### src/u16s_pkg.sv
// Shared types and constants for the UTF-16BE line splitter.
// No dependencies; every other file of the block imports this package.
package u16s_pkg;

   localparam logic [1:0] KIND_CHAR = 2'd0;
   localparam logic [1:0] KIND_EOL  = 2'd1;
   localparam logic [1:0] KIND_EOT  = 2'd2;

   localparam logic [20:0] CP_NUL = 21'h00000;
   localparam logic [20:0] CP_LF  = 21'h0000a;
   localparam logic [20:0] CP_CR  = 21'h0000d;

   // unit[15:10] of a high surrogate
   localparam logic [5:0] HIGH_SURR_TAG = 6'b110110;

   localparam int unsigned FIFO_DEPTH = 4;
   localparam int unsigned FIFO_AW    = $clog2(FIFO_DEPTH);

   typedef struct packed {
      logic [7:0] data_byte;
      logic       source_end;
   } req_type;

   typedef struct packed {
      logic [1:0]  kind;
      logic [20:0] code_point;
      logic        last;
   } rsp_type;

   // Results produced by one item: count of 0, 1 or 2, in order first, second
   typedef struct packed {
      logic [1:0] count;
      rsp_type    first;
      rsp_type    second;
   } dec_out_type;

endpackage

### src/u16s_decode.sv
// Decoder state and per-item decode: byte pairing, surrogate join, line logic.
// Depends on u16s_pkg.
module u16s_decode
   import u16s_pkg::*;
(
   input  logic        clock,
   input  logic        reset,
   input  logic        step,
   input  req_type     item,
   output dec_out_type results
);

   logic       byte_phase_ff, byte_phase_in;
   logic [7:0] held_high_byte_ff, held_high_byte_in;
   logic       surr_pending_ff, surr_pending_in;
   logic [9:0] surr_bits_ff, surr_bits_in;
   logic       skip_lf_ff, skip_lf_in;
   logic       line_has_ff, line_has_in;
   logic       finished_ff, finished_in;

   logic [15:0] unit;
   logic [20:0] cp;
   logic        have_cp;
   rsp_type     blank;

   always_comb begin
      unit = {held_high_byte_ff, item.data_byte};
      blank = '{kind: KIND_CHAR, code_point: '0, last: 1'b0};

      byte_phase_in     = byte_phase_ff;
      held_high_byte_in = held_high_byte_ff;
      surr_pending_in   = surr_pending_ff;
      surr_bits_in      = surr_bits_ff;
      skip_lf_in        = skip_lf_ff;
      line_has_in       = line_has_ff;
      finished_in       = finished_ff;

      results.count  = 2'd0;
      results.first  = blank;
      results.second = blank;
      have_cp        = 1'b0;
      cp             = '0;

      if (finished_ff) begin
         // drop everything until reset
      end else if (item.source_end) begin
         if (line_has_ff) begin
            results.count        = 2'd2;
            results.first.kind   = KIND_EOL;
            results.second.kind  = KIND_EOT;
            results.second.last  = 1'b1;
         end else begin
            results.count       = 2'd1;
            results.first.kind  = KIND_EOT;
            results.first.last  = 1'b1;
         end
         byte_phase_in     = 1'b0;
         held_high_byte_in = '0;
         surr_pending_in   = 1'b0;
         surr_bits_in      = '0;
         skip_lf_in        = 1'b0;
         line_has_in       = 1'b0;
         finished_in       = 1'b1;
      end else if (!byte_phase_ff) begin
         held_high_byte_in = item.data_byte;
         byte_phase_in     = 1'b1;
      end else begin
         byte_phase_in = 1'b0;
         if (surr_pending_ff) begin
            surr_pending_in = 1'b0;
            surr_bits_in    = '0;
            cp      = {5'(surr_bits_ff[9:6]) + 5'd1, surr_bits_ff[5:0], unit[9:0]};
            have_cp = 1'b1;
         end else if (unit[15:10] == HIGH_SURR_TAG) begin
            surr_pending_in = 1'b1;
            surr_bits_in    = unit[9:0];
         end else begin
            cp      = {5'd0, unit};
            have_cp = 1'b1;
         end
      end

      if (have_cp) begin
         skip_lf_in         = 1'b0;
         results.first.last = 1'b1;
         if (skip_lf_ff && cp == CP_LF) begin
            // swallow LF right after CR
         end else if (cp == CP_NUL) begin
            results.count = 2'd1;
            if (line_has_ff) begin
               line_has_in        = 1'b0;
               results.first.kind = KIND_EOL;
            end else begin
               finished_in        = 1'b1;
               results.first.kind = KIND_EOT;
            end
         end else if (cp == CP_LF || cp == CP_CR) begin
            results.count      = 2'd1;
            results.first.kind = KIND_EOL;
            line_has_in        = 1'b0;
            skip_lf_in         = (cp == CP_CR);
         end else begin
            results.count            = 2'd1;
            results.first.kind       = KIND_CHAR;
            results.first.code_point = cp;
            line_has_in              = 1'b1;
         end
      end
   end

   always_ff @(posedge clock) begin
      if (reset) begin
         byte_phase_ff     <= 1'b0;
         held_high_byte_ff <= '0;
         surr_pending_ff   <= 1'b0;
         surr_bits_ff      <= '0;
         skip_lf_ff        <= 1'b0;
         line_has_ff       <= 1'b0;
         finished_ff       <= 1'b0;
      end else if (step) begin
         byte_phase_ff     <= byte_phase_in;
         held_high_byte_ff <= held_high_byte_in;
         surr_pending_ff   <= surr_pending_in;
         surr_bits_ff      <= surr_bits_in;
         skip_lf_ff        <= skip_lf_in;
         line_has_ff       <= line_has_in;
         finished_ff       <= finished_in;
      end
   end

endmodule

### src/u16s_rsp_fifo.sv
// Four-entry result queue that takes up to two results a cycle, gives one.
// Depends on u16s_pkg.
module u16s_rsp_fifo
   import u16s_pkg::*;
(
   input  logic        clock,
   input  logic        reset,
   input  logic        push,
   input  dec_out_type push_data,
   output logic        room2,
   output logic        rsp_valid,
   input  logic        rsp_ready,
   output rsp_type     rsp_data
);

   rsp_type                entry_ff [FIFO_DEPTH];
   logic [FIFO_AW-1:0]     wr_ptr_ff, wr_ptr_in;
   logic [FIFO_AW-1:0]     rd_ptr_ff, rd_ptr_in;
   logic [FIFO_AW:0]       count_ff, count_in;
   logic [1:0]             n_push;
   logic                   pop;
   logic [FIFO_AW-1:0]     wr_next;

   assign n_push    = push ? push_data.count : 2'd0;
   assign rsp_valid = (count_ff != '0);
   assign rsp_data  = entry_ff[rd_ptr_ff];
   assign pop       = rsp_valid && rsp_ready;
   assign room2     = (count_ff <= (FIFO_AW+1)'(FIFO_DEPTH - 2));
   assign wr_next   = wr_ptr_ff + 1'b1;

   always_comb begin
      wr_ptr_in = wr_ptr_ff + FIFO_AW'(n_push);
      rd_ptr_in = rd_ptr_ff + FIFO_AW'(pop);
      count_in  = count_ff + (FIFO_AW+1)'(n_push) - (FIFO_AW+1)'(pop);
   end

   always_ff @(posedge clock) begin
      if (reset) begin
         wr_ptr_ff <= '0;
         rd_ptr_ff <= '0;
         count_ff  <= '0;
      end else begin
         wr_ptr_ff <= wr_ptr_in;
         rd_ptr_ff <= rd_ptr_in;
         count_ff  <= count_in;
      end
   end

   always_ff @(posedge clock) begin
      if (n_push != 2'd0) begin
         entry_ff[wr_ptr_ff] <= push_data.first;
      end
      if (n_push == 2'd2) begin
         entry_ff[wr_next] <= push_data.second;
      end
   end

endmodule

### src/utf16be_line_splitter.sv
// Top level of the UTF-16BE line splitter: input register, decoder, result queue.
// Depends on u16s_pkg, u16s_decode and u16s_rsp_fifo.
//
//   channel | ports                          | moves
//   req     | req_valid, req_ready, req_data | one source byte or end mark
//   rsp     | rsp_valid, rsp_ready, rsp_data | one character, end of line or end of text
//
// One item per cycle while the queue has room: a transfer lands in the input
// register, is decoded from there and its 0..2 results enter a four-entry
// queue that drives rsp. Stall: the input register holds while the queue has
// fewer than two free entries. Reset is synchronous and clears the decoder
// state, queue pointers and input valid; no clearing pass.
module utf16be_line_splitter
   import u16s_pkg::*;
(
   input  logic    clock,
   input  logic    reset,
   input  logic    req_valid,
   output logic    req_ready,
   input  req_type req_data,
   output logic    rsp_valid,
   input  logic    rsp_ready,
   output rsp_type rsp_data
);

   logic        s1_valid_ff, s1_valid_in;
   req_type     s1_item_ff;
   logic        room2;
   logic        step;
   dec_out_type dec_out;

   assign step        = s1_valid_ff && room2;
   assign req_ready   = !s1_valid_ff || step;
   assign s1_valid_in = (req_valid && req_ready) || (s1_valid_ff && !step);

   always_ff @(posedge clock) begin
      if (reset) begin
         s1_valid_ff <= 1'b0;
      end else begin
         s1_valid_ff <= s1_valid_in;
      end
   end

   always_ff @(posedge clock) begin
      if (req_valid && req_ready) begin
         s1_item_ff <= req_data;
      end
   end

   u16s_decode u_decode (
      .clock   (clock),
      .reset   (reset),
      .step    (step),
      .item    (s1_item_ff),
      .results (dec_out)
   );

   u16s_rsp_fifo u_fifo (
      .clock     (clock),
      .reset     (reset),
      .push      (step),
      .push_data (dec_out),
      .room2     (room2),
      .rsp_valid (rsp_valid),
      .rsp_ready (rsp_ready),
      .rsp_data  (rsp_data)
   );

endmodule

### config.mk
export PLATFORM = sky130hd
export DESIGN_NAME = utf16be_line_splitter
export DESIGN_NICKNAME = d
export VERILOG_FILES = /design/src/u16s_pkg.sv /design/src/u16s_decode.sv /design/src/u16s_rsp_fifo.sv /design/src/utf16be_line_splitter.sv
export SDC_FILE = /design/constraint.sdc
export NUM_CORES = 1
export LEC_CHECK = 0
export ABC_AREA = 0
export BUFFER_PORTS_ARGS = -buffer_cell sky130_fd_sc_hd__clkbuf_2
export CORE_UTILIZATION = 25
export CTS_BUF_LIST = sky130_fd_sc_hd__clkbuf_16
export CTS_CLUSTER_DIAMETER = 120
export DETAILED_ROUTE_END_ITERATION = 8
export SYNTH_ARGS = -nofsm -noshare
export SYNTH_HDL_FRONTEND = slang
export SYNTH_SLANG_ARGS = --single-unit
### constraint.sdc
create_clock -name clock -period 3.2 [get_ports clock]
set_clock_uncertainty 0.05 [all_clocks]
set_input_delay 0 -clock clock [delete_from_list [all_inputs] [get_ports clock]]
set_output_delay 0 -clock clock [all_outputs]
set_load 0.005 [all_outputs]
==> metrics.csv, run 1 <==
stage;metric;value;unit
outcome;status;finished, final reports clean;
timing;Min Hold Slack;4.90;ps
logic_synthesis;#FFs+latches synth;136;
timing;Sum Neg Setup Slack;0;ps
timing;max-slew violation count;0;
placed_design;dpl cells;1035;
worst_hold_path;Hold Path Class;input port to register;
pwr;Final Power;4.58;mW
cells_and_area;fin nets;754;
logic_synthesis;main flop type after synthesis;dfxtp_1;
placed_design;post-placement cell area;0.00695;sq mm
worst_setup_path;delay-heaviest family, CP;adder cells;
logic_synthesis;EDFF count, synth;17;
drt;met3 wire len;1180;microns
cells_and_area;Post-Layout Inst Area;0.00762;sq mm
placed_design;RePlAce Congestion;0.853;
timing;Tmin final;2860;ps
cells_and_area;Finished Layout Cells;1077;
timing;Slew HR;31.6;%
worst_setup_path;Critical Path Most Common Cell;nor2_1;
placed_design;HPWL after detailed placement;11800;microns
clock_network;cts bufs inserted;17;
cells_and_area;most frequent cells in the layout;dfxtp_1, a21oi_1, o21ai_0;
clock_network;Root Buffer;clkbuf_16;
pwr;Leak;2.60;nW
floorplan;Std-Cell Rows;58;
clock_network;CTS tree;yes;
floorplan;Die Span Y;161;microns
drt;DRT Pass-1 Iters;5;
timing;Final Setup Violations;0;
floorplan;die area;0.0261;sq mm
global_route;first-pass GRT wire length;30000;microns
timing;fin crit share;89.4;%
pwr;maximum VDD drop;0.371;mV
clock_network;clock tree buffer depth;2;
floorplan;I/O pin count;39;
clock_network;Worst-path clk slew;60;ps
drt;vias post-DR;5507;
timing;Final WS setup;339;ps
logic_synthesis;Synth cell types;54;
clock_network;CTS H-tree depth;4;
cells_and_area;area grow syn2layout;19.9;%
worst_setup_path;Startpoint Class;register;
pwr;NetSw;1.33;mW
worst_setup_path;CP max-delay cell;fa_1;
global_route;GRT Resource Usage Total;14.8;%
placed_design;Buffers on Ports;38;
drt;M1 wire length;8680;microns
timing;Slew @ Worst Pin;1030;ps
drt;Remaining DRCs;0;
pwr;pwr dens;601;mW/mm^2
drt;Total Wirelength;18700;microns
cells_and_area;fraction of layout cells with a size suffix above 1;17.7;%
logic_synthesis;Mapped Cells;699;
pwr;part of the power in registers;40.9;%
drt;DRT antenna net count;0;
drt;DRT iter0 DRCs;527;
logic_synthesis;post-synth top area share;37.5;%
logic_synthesis;Syn. warnings;0;
placed_design;Post-Place Worst Slack;346;ps
global_route;largest net degree at the start of global routing;62;
logic_synthesis;Mean Syn Cell Area;9.10;sq um
pwr;sw frac;29.0;%
global_route;initial antenna violation count;0;
logic_synthesis;largest cells by area after synthesis;dfxtp_1, mux4_2, edfxtp_1, a21oi_1, o21ai_0;
global_route;vias in the first global route;5274;
logic_synthesis;Synth Net Count;719;
floorplan;Core Region;0.0250;sq mm
worst_setup_path;Setup CP Type;register to register;
floorplan;initial core utilization;25.4;%
timing;Highest Clock Rate;350;MHz
drt;routed len/inst;17.4;microns
pwr;combinational power share;16.9;%
logic_synthesis;largest area contributor in the netlist;dfxtp_1;
timing;Hold Vio Cnt, Final;0;
worst_setup_path;WP buf/inv;0;
worst_setup_path;Critical Path Fanout Max;5;
pwr;Clock Power Share;42.2;%
logic_synthesis;post-synthesis cell area;0.00636;sq mm
worst_setup_path;Worst EP required;3430;ps
drt;DR WL met2;8690;microns
clock_network;CTS Sinks;136;
worst_setup_path;crit path cell chain;ha_1 -> nor3b_1 -> o22ai_1 -> nor4_4 -> a21oi_1 -> nor2_1 -> nor2_1 -> ha_1 -> fa_1 -> xor2_1 -> xnor2_1 -> nor2_1;
worst_setup_path;Critical Path Sink Type;register;
cells_and_area;# diodes;0;
drt;uppermost routed layer;met4;
clock_network;post-CTS setup buffers;0;
timing;RSZ-0062 raised after global routing;false;
drt;Vias/cell;5.11;
cells_and_area;fin util;30.5;%
floorplan;Die X;161;microns
worst_setup_path;crit path DAT;3090;ps
job;max-cap viol count;0;
clock_network;Skew-Pair Late Insertion Delay;420;ps
logic_synthesis;ys async rst share;0;%
worst_setup_path;CP peak stage delay;380;ps
pwr;Internal;3.25;mW
global_route;Overflow after GRT;0;
cells_and_area;filler instances;2609;
cells_and_area;commonest non-fill, non-tap cell in the layout;dfxtp_1;
logic_synthesis;post-synthesis sequential area ratio;45.5;%
layout make-up:
cell class	count	area (sq um)	area share, %
multi-input combinational	491	3170	41.5
sequential	136	2890	38.0
timing repair buffer	78	541	7.09
clock buffer	17	425	5.58
tap	330	413	5.42
clock inverter	15	146	1.92
inverter	10	37.5	0.492
state kept, by name (all words and copies together) (netlist names):
name / count
u_fifo.wr_ptr_ff: 2
u_fifo.entry_ff: 96
s1_item_ff: 9
u_decode.finished_ff: 1
u_decode.byte_phase_ff: 1
s1_valid_ff: 1
u_decode.surr_bits_ff: 10
u_decode.surr_pending_ff: 1
u_decode.line_has_ff: 1
u_fifo.rd_ptr_ff: 2
u_fifo.count_ff: 3
u_decode.skip_lf_ff: 1
u_decode.held_high_byte_ff: 8
kinds of logic (layout without fill, tap and decap cells):
| family | Yosys count | after routing | synth area share, % |
|---|---|---|---|
| compound gates | 238 | 238 | 21.1 |
| xor+xnor | 7 | 7 | 0.964 |
| fa+ha+maj | 7 | 7 | 1.50 |
| buf+inv | 72 | 120 | 5.12 |
| flops | 136 | 136 | 45.5 |
| mux | 27 | 27 | 8.97 |
| simple gates | 212 | 212 | 16.9 |
path summary, 6_finish.rpt:
kind	cells past startpoint	slack, ps	to	startpoint
setup reg to reg	12	340	u_fifo.count_ff[2]	u_decode.surr_bits_ff[6]
setup / recovery	12	340	u_fifo.count_ff[2]	u_decode.surr_bits_ff[6]
hold reg to reg	2	420	u_fifo.entry_ff[1][6]	u_fifo.entry_ff[1][6]
hold / removal	4	5	u_fifo.rd_ptr_ff[0]	rsp_ready
worst reg2reg max path: stages, from the launching register on:
cell     delay [ps]
dfxtp_1         340
ha_1            310
nor3b_1         280
o22ai_1         210
nor4_4          270
a21oi_1         100
nor2_1           90
nor2_1           60
ha_1            230
fa_1            380
xor2_1          190
xnor2_1         140
nor2_1           50
per-layer routing:
metal,vias up,track usage (%)
met5,-,0
met4,0,4.33
met3,20,2.93
met2,200,23.1
met1,2651,20.6
li1,2636,-
synth_stat cells (all sizes together), types with 2 or more instances:
cell type  count
buf           18
a22oi          8
inv           10
o22ai          2
or3            4
nor3           5
dfxtp        119
nand3         86
nand4          6
o211ai        14
ha             6
mux4          24
a21oi         96
mux2i          3
o21ai        100
xor2           2
o221ai         3
edfxtp        17
nor2b          5
and2          10
nor2          32
a21o           2
nor3b          6
a211oi         5
nand2         40
nand3b         5
clkbuf        44
nor4           5
and3           4
xnor2          5
what timing repair did:
| item | in CTS | in global routing |
|---|---|---|
| gates resized for setup | 0 | 0 |
| hold buffers | 10 | 0 |
| hold endpoints to repair | 10 | 0 |
power by group through the flow:
stage	logic [mW]	registers, mW	clock network (mW)
floorplan	0.571	1.87	0
global placement	0.770	1.91	0
detailed placement	0.770	1.91	0
CTS	0.782	1.87	1.96
global route	0.844	1.89	2.05
finish	0.774	1.87	1.93
Power figures use the tool's default switching activity.
==> run 2: changes to the inputs <==
- CORE_ASPECT_RATIO: unset -> 1.2
- SLEW_MARGIN: unset -> 20
==> run 2 against run 1 <==
Non-clock buffer count is the same; die area about the same; flip-flop and latch count unchanged; critical path depth shrank 1; maximum frequency fell by 3.7%; sequential power hardly changed; core utilization is 0.23 points higher; register-to-register slack worse by 110 ps.
==> metrics.csv, run 2 (synthesis gave the netlist of run 1 again) <==
stage;metric;value;unit
global_route;initial antenna violation count;0;
cells_and_area;Top Registers;u_fifo.entry_ff x96, u_decode.surr_bits_ff x10, s1_item_ff x9;
global_route;GRT Resource Usage Total;14.8;%
cells_and_area;fraction of layout cells with a size suffix above 1;18.3;%
cells_and_area;# diodes;0;
pwr;maximum VDD drop;0.376;mV
clock_network;Root Buffer;clkbuf_16;
pwr;pwr dens;596;mW/mm^2
cells_and_area;Post-Layout Inst Area;0.00762;sq mm
clock_network;post-CTS setup buffers;0;
pwr;NetSw;1.35;mW
global_route;largest net degree at the start of global routing;74;
pwr;part of the power in registers;40.8;%
timing;Tmin final;2970;ps
timing;Sum Neg Setup Slack;0;ps
global_route;Overflow after GRT;0;
pwr;Internal;3.19;mW
floorplan;Core Region;0.0248;sq mm
worst_setup_path;reg2reg setup slack;230;ps
cells_and_area;most frequent cells in the layout;dfxtp_1, a21oi_1, o21ai_0;
pwr;Clock Power Share;41.9;%
placed_design;RePlAce Congestion;0.814;
timing;Min Hold Slack;56.2;ps
worst_setup_path;Worst EP required;3440;ps
outcome;status;finished, final reports clean;
timing;Highest Clock Rate;337;MHz
clock_network;post-cts repair resize count;0;
clock_network;Worst-path clk slew;60;ps
placed_design;post-placement cell area;0.00695;sq mm
worst_setup_path;Critical Path Fanout Max;4;
placed_design;HPWL after detailed placement;11700;microns
drt;Vias/cell;5.13;
drt;DRT antenna net count;0;
pwr;sw frac;29.8;%
cells_and_area;fin nets;754;
floorplan;die area;0.0261;sq mm
placed_design;Buffers on Ports;38;
placed_design;Post-Place Worst Slack;248;ps
worst_setup_path;Critical Path Sink Type;register;
global_route;vias in the first global route;5297;
drt;Total Wirelength;18400;microns
timing;RSZ-0062 raised after global routing;false;
clock_network;cts bufs inserted;17;
pwr;combinational power share;17.3;%
timing;max-slew violation count;0;
timing;Hold Vio Cnt, Final;0;
floorplan;Die X;148;microns
timing;fin crit share;92.8;%
timing;Final WS setup;230;ps
clock_network;Skew-Pair Late Insertion Delay;430;ps
global_route;first-pass GRT wire length;29700;microns
floorplan;I/O pin count;39;
drt;routed len/inst;17.1;microns
pwr;Leak;2.60;nW
clock_network;CTS H-tree depth;4;
drt;vias post-DR;5494;
clock_network;CTS Sinks;136;
worst_setup_path;crit path DAT;3210;ps
drt;Remaining DRCs;0;
job;max-cap viol count;0;
floorplan;initial core utilization;25.6;%
cells_and_area;area grow syn2layout;19.8;%
worst_hold_path;Hold Path Class;input port to register;
clock_network;clock tree buffer depth;2;
floorplan;Std-Cell Rows;63;
drt;DRT Pass-1 Iters;5;
placed_design;dpl cells;1030;
cells_and_area;Largest register FFs;96;
cells_and_area;Finished Layout Cells;1072;
drt;DRT iter0 DRCs;506;
clock_network;CTS tree;yes;
floorplan;Die Span Y;177;microns
timing;Slew HR;34.5;%
cells_and_area;largest reg by FF count;u_fifo.entry_ff;
cells_and_area;commonest non-fill, non-tap cell in the layout;dfxtp_1;
timing;Final Setup Violations;0;
worst_setup_path;Setup CP Type;register to register;
worst_setup_path;Startpoint Class;register;
timing;Slew @ Worst Pin;983;ps
run 2: critical path, stage by stage, from the launching register on:
cell and delay (ps):
edfxtp_1 440, nor4_1 530, nand4_1 230, nor4_4 330, a21oi_1 110, nor2_1 90, nor2_1 70, ha_1 230
fa_1 380, xor2_1 190, xnor2_1 140, nor2_1 60
run 2: final timing paths:
path                                        startpoint  cells past startpoint                endpoint
worst max-delay path                     s1_item_ff[5]                     11      u_fifo.count_ff[2]
worst min-delay path                         rsp_ready                      4     u_fifo.rd_ptr_ff[0]
worst max register to register           s1_item_ff[5]                     11      u_fifo.count_ff[2]
worst min register to register  u_fifo.entry_ff[0][14]                      2  u_fifo.entry_ff[0][14]
run 2: metal layers:
metal  vias up  GRT usage, %  routed length [microns]
met3        29          3.40                     1060
met4         0          5.07                      265
met1      2665          18.9                     8120
li1       2642             -                        -
met5         -             0                        0
met2       158          24.2                     8920
run 2: cell type report:
class	instances	area, sq um
Timing Repair Buffer	78	541
Multi-Input combinational cell	491	3170
Sequential cell	136	2890
Inverter	10	37.5
Clock buffer	17	425
Clock inverter	15	143
Tap cell	325	407
Fill cell	2611	17200
run 2: power by group through the flow:
stage	registers (mW)	clock network [mW]	logic, mW
4_1_cts	1.85	1.94	0.797
5_1_grt	1.86	2.02	0.866
6_report	1.85	1.90	0.785
3_3_place_gp	1.89	0	0.784
3_5_place_dp	1.89	0	0.783
2_1_floorplan	1.87	0	0.571
run 2: stage by stage:
stage | util, % | power, mW
after global placement | 28.0 | 2.67
after CTS | 30.7 | 4.59
after global routing | 30.7 | 4.75
after floorplan | - | 2.44
after detailed placement | 28.0 | 2.67
final | 30.7 | 4.54
run 2: timing repair:
item                       in CTS  in global routing
setup endpoints to repair       0                  0
hold endpoints to repair       10                  0
hold buffers                   10                  0
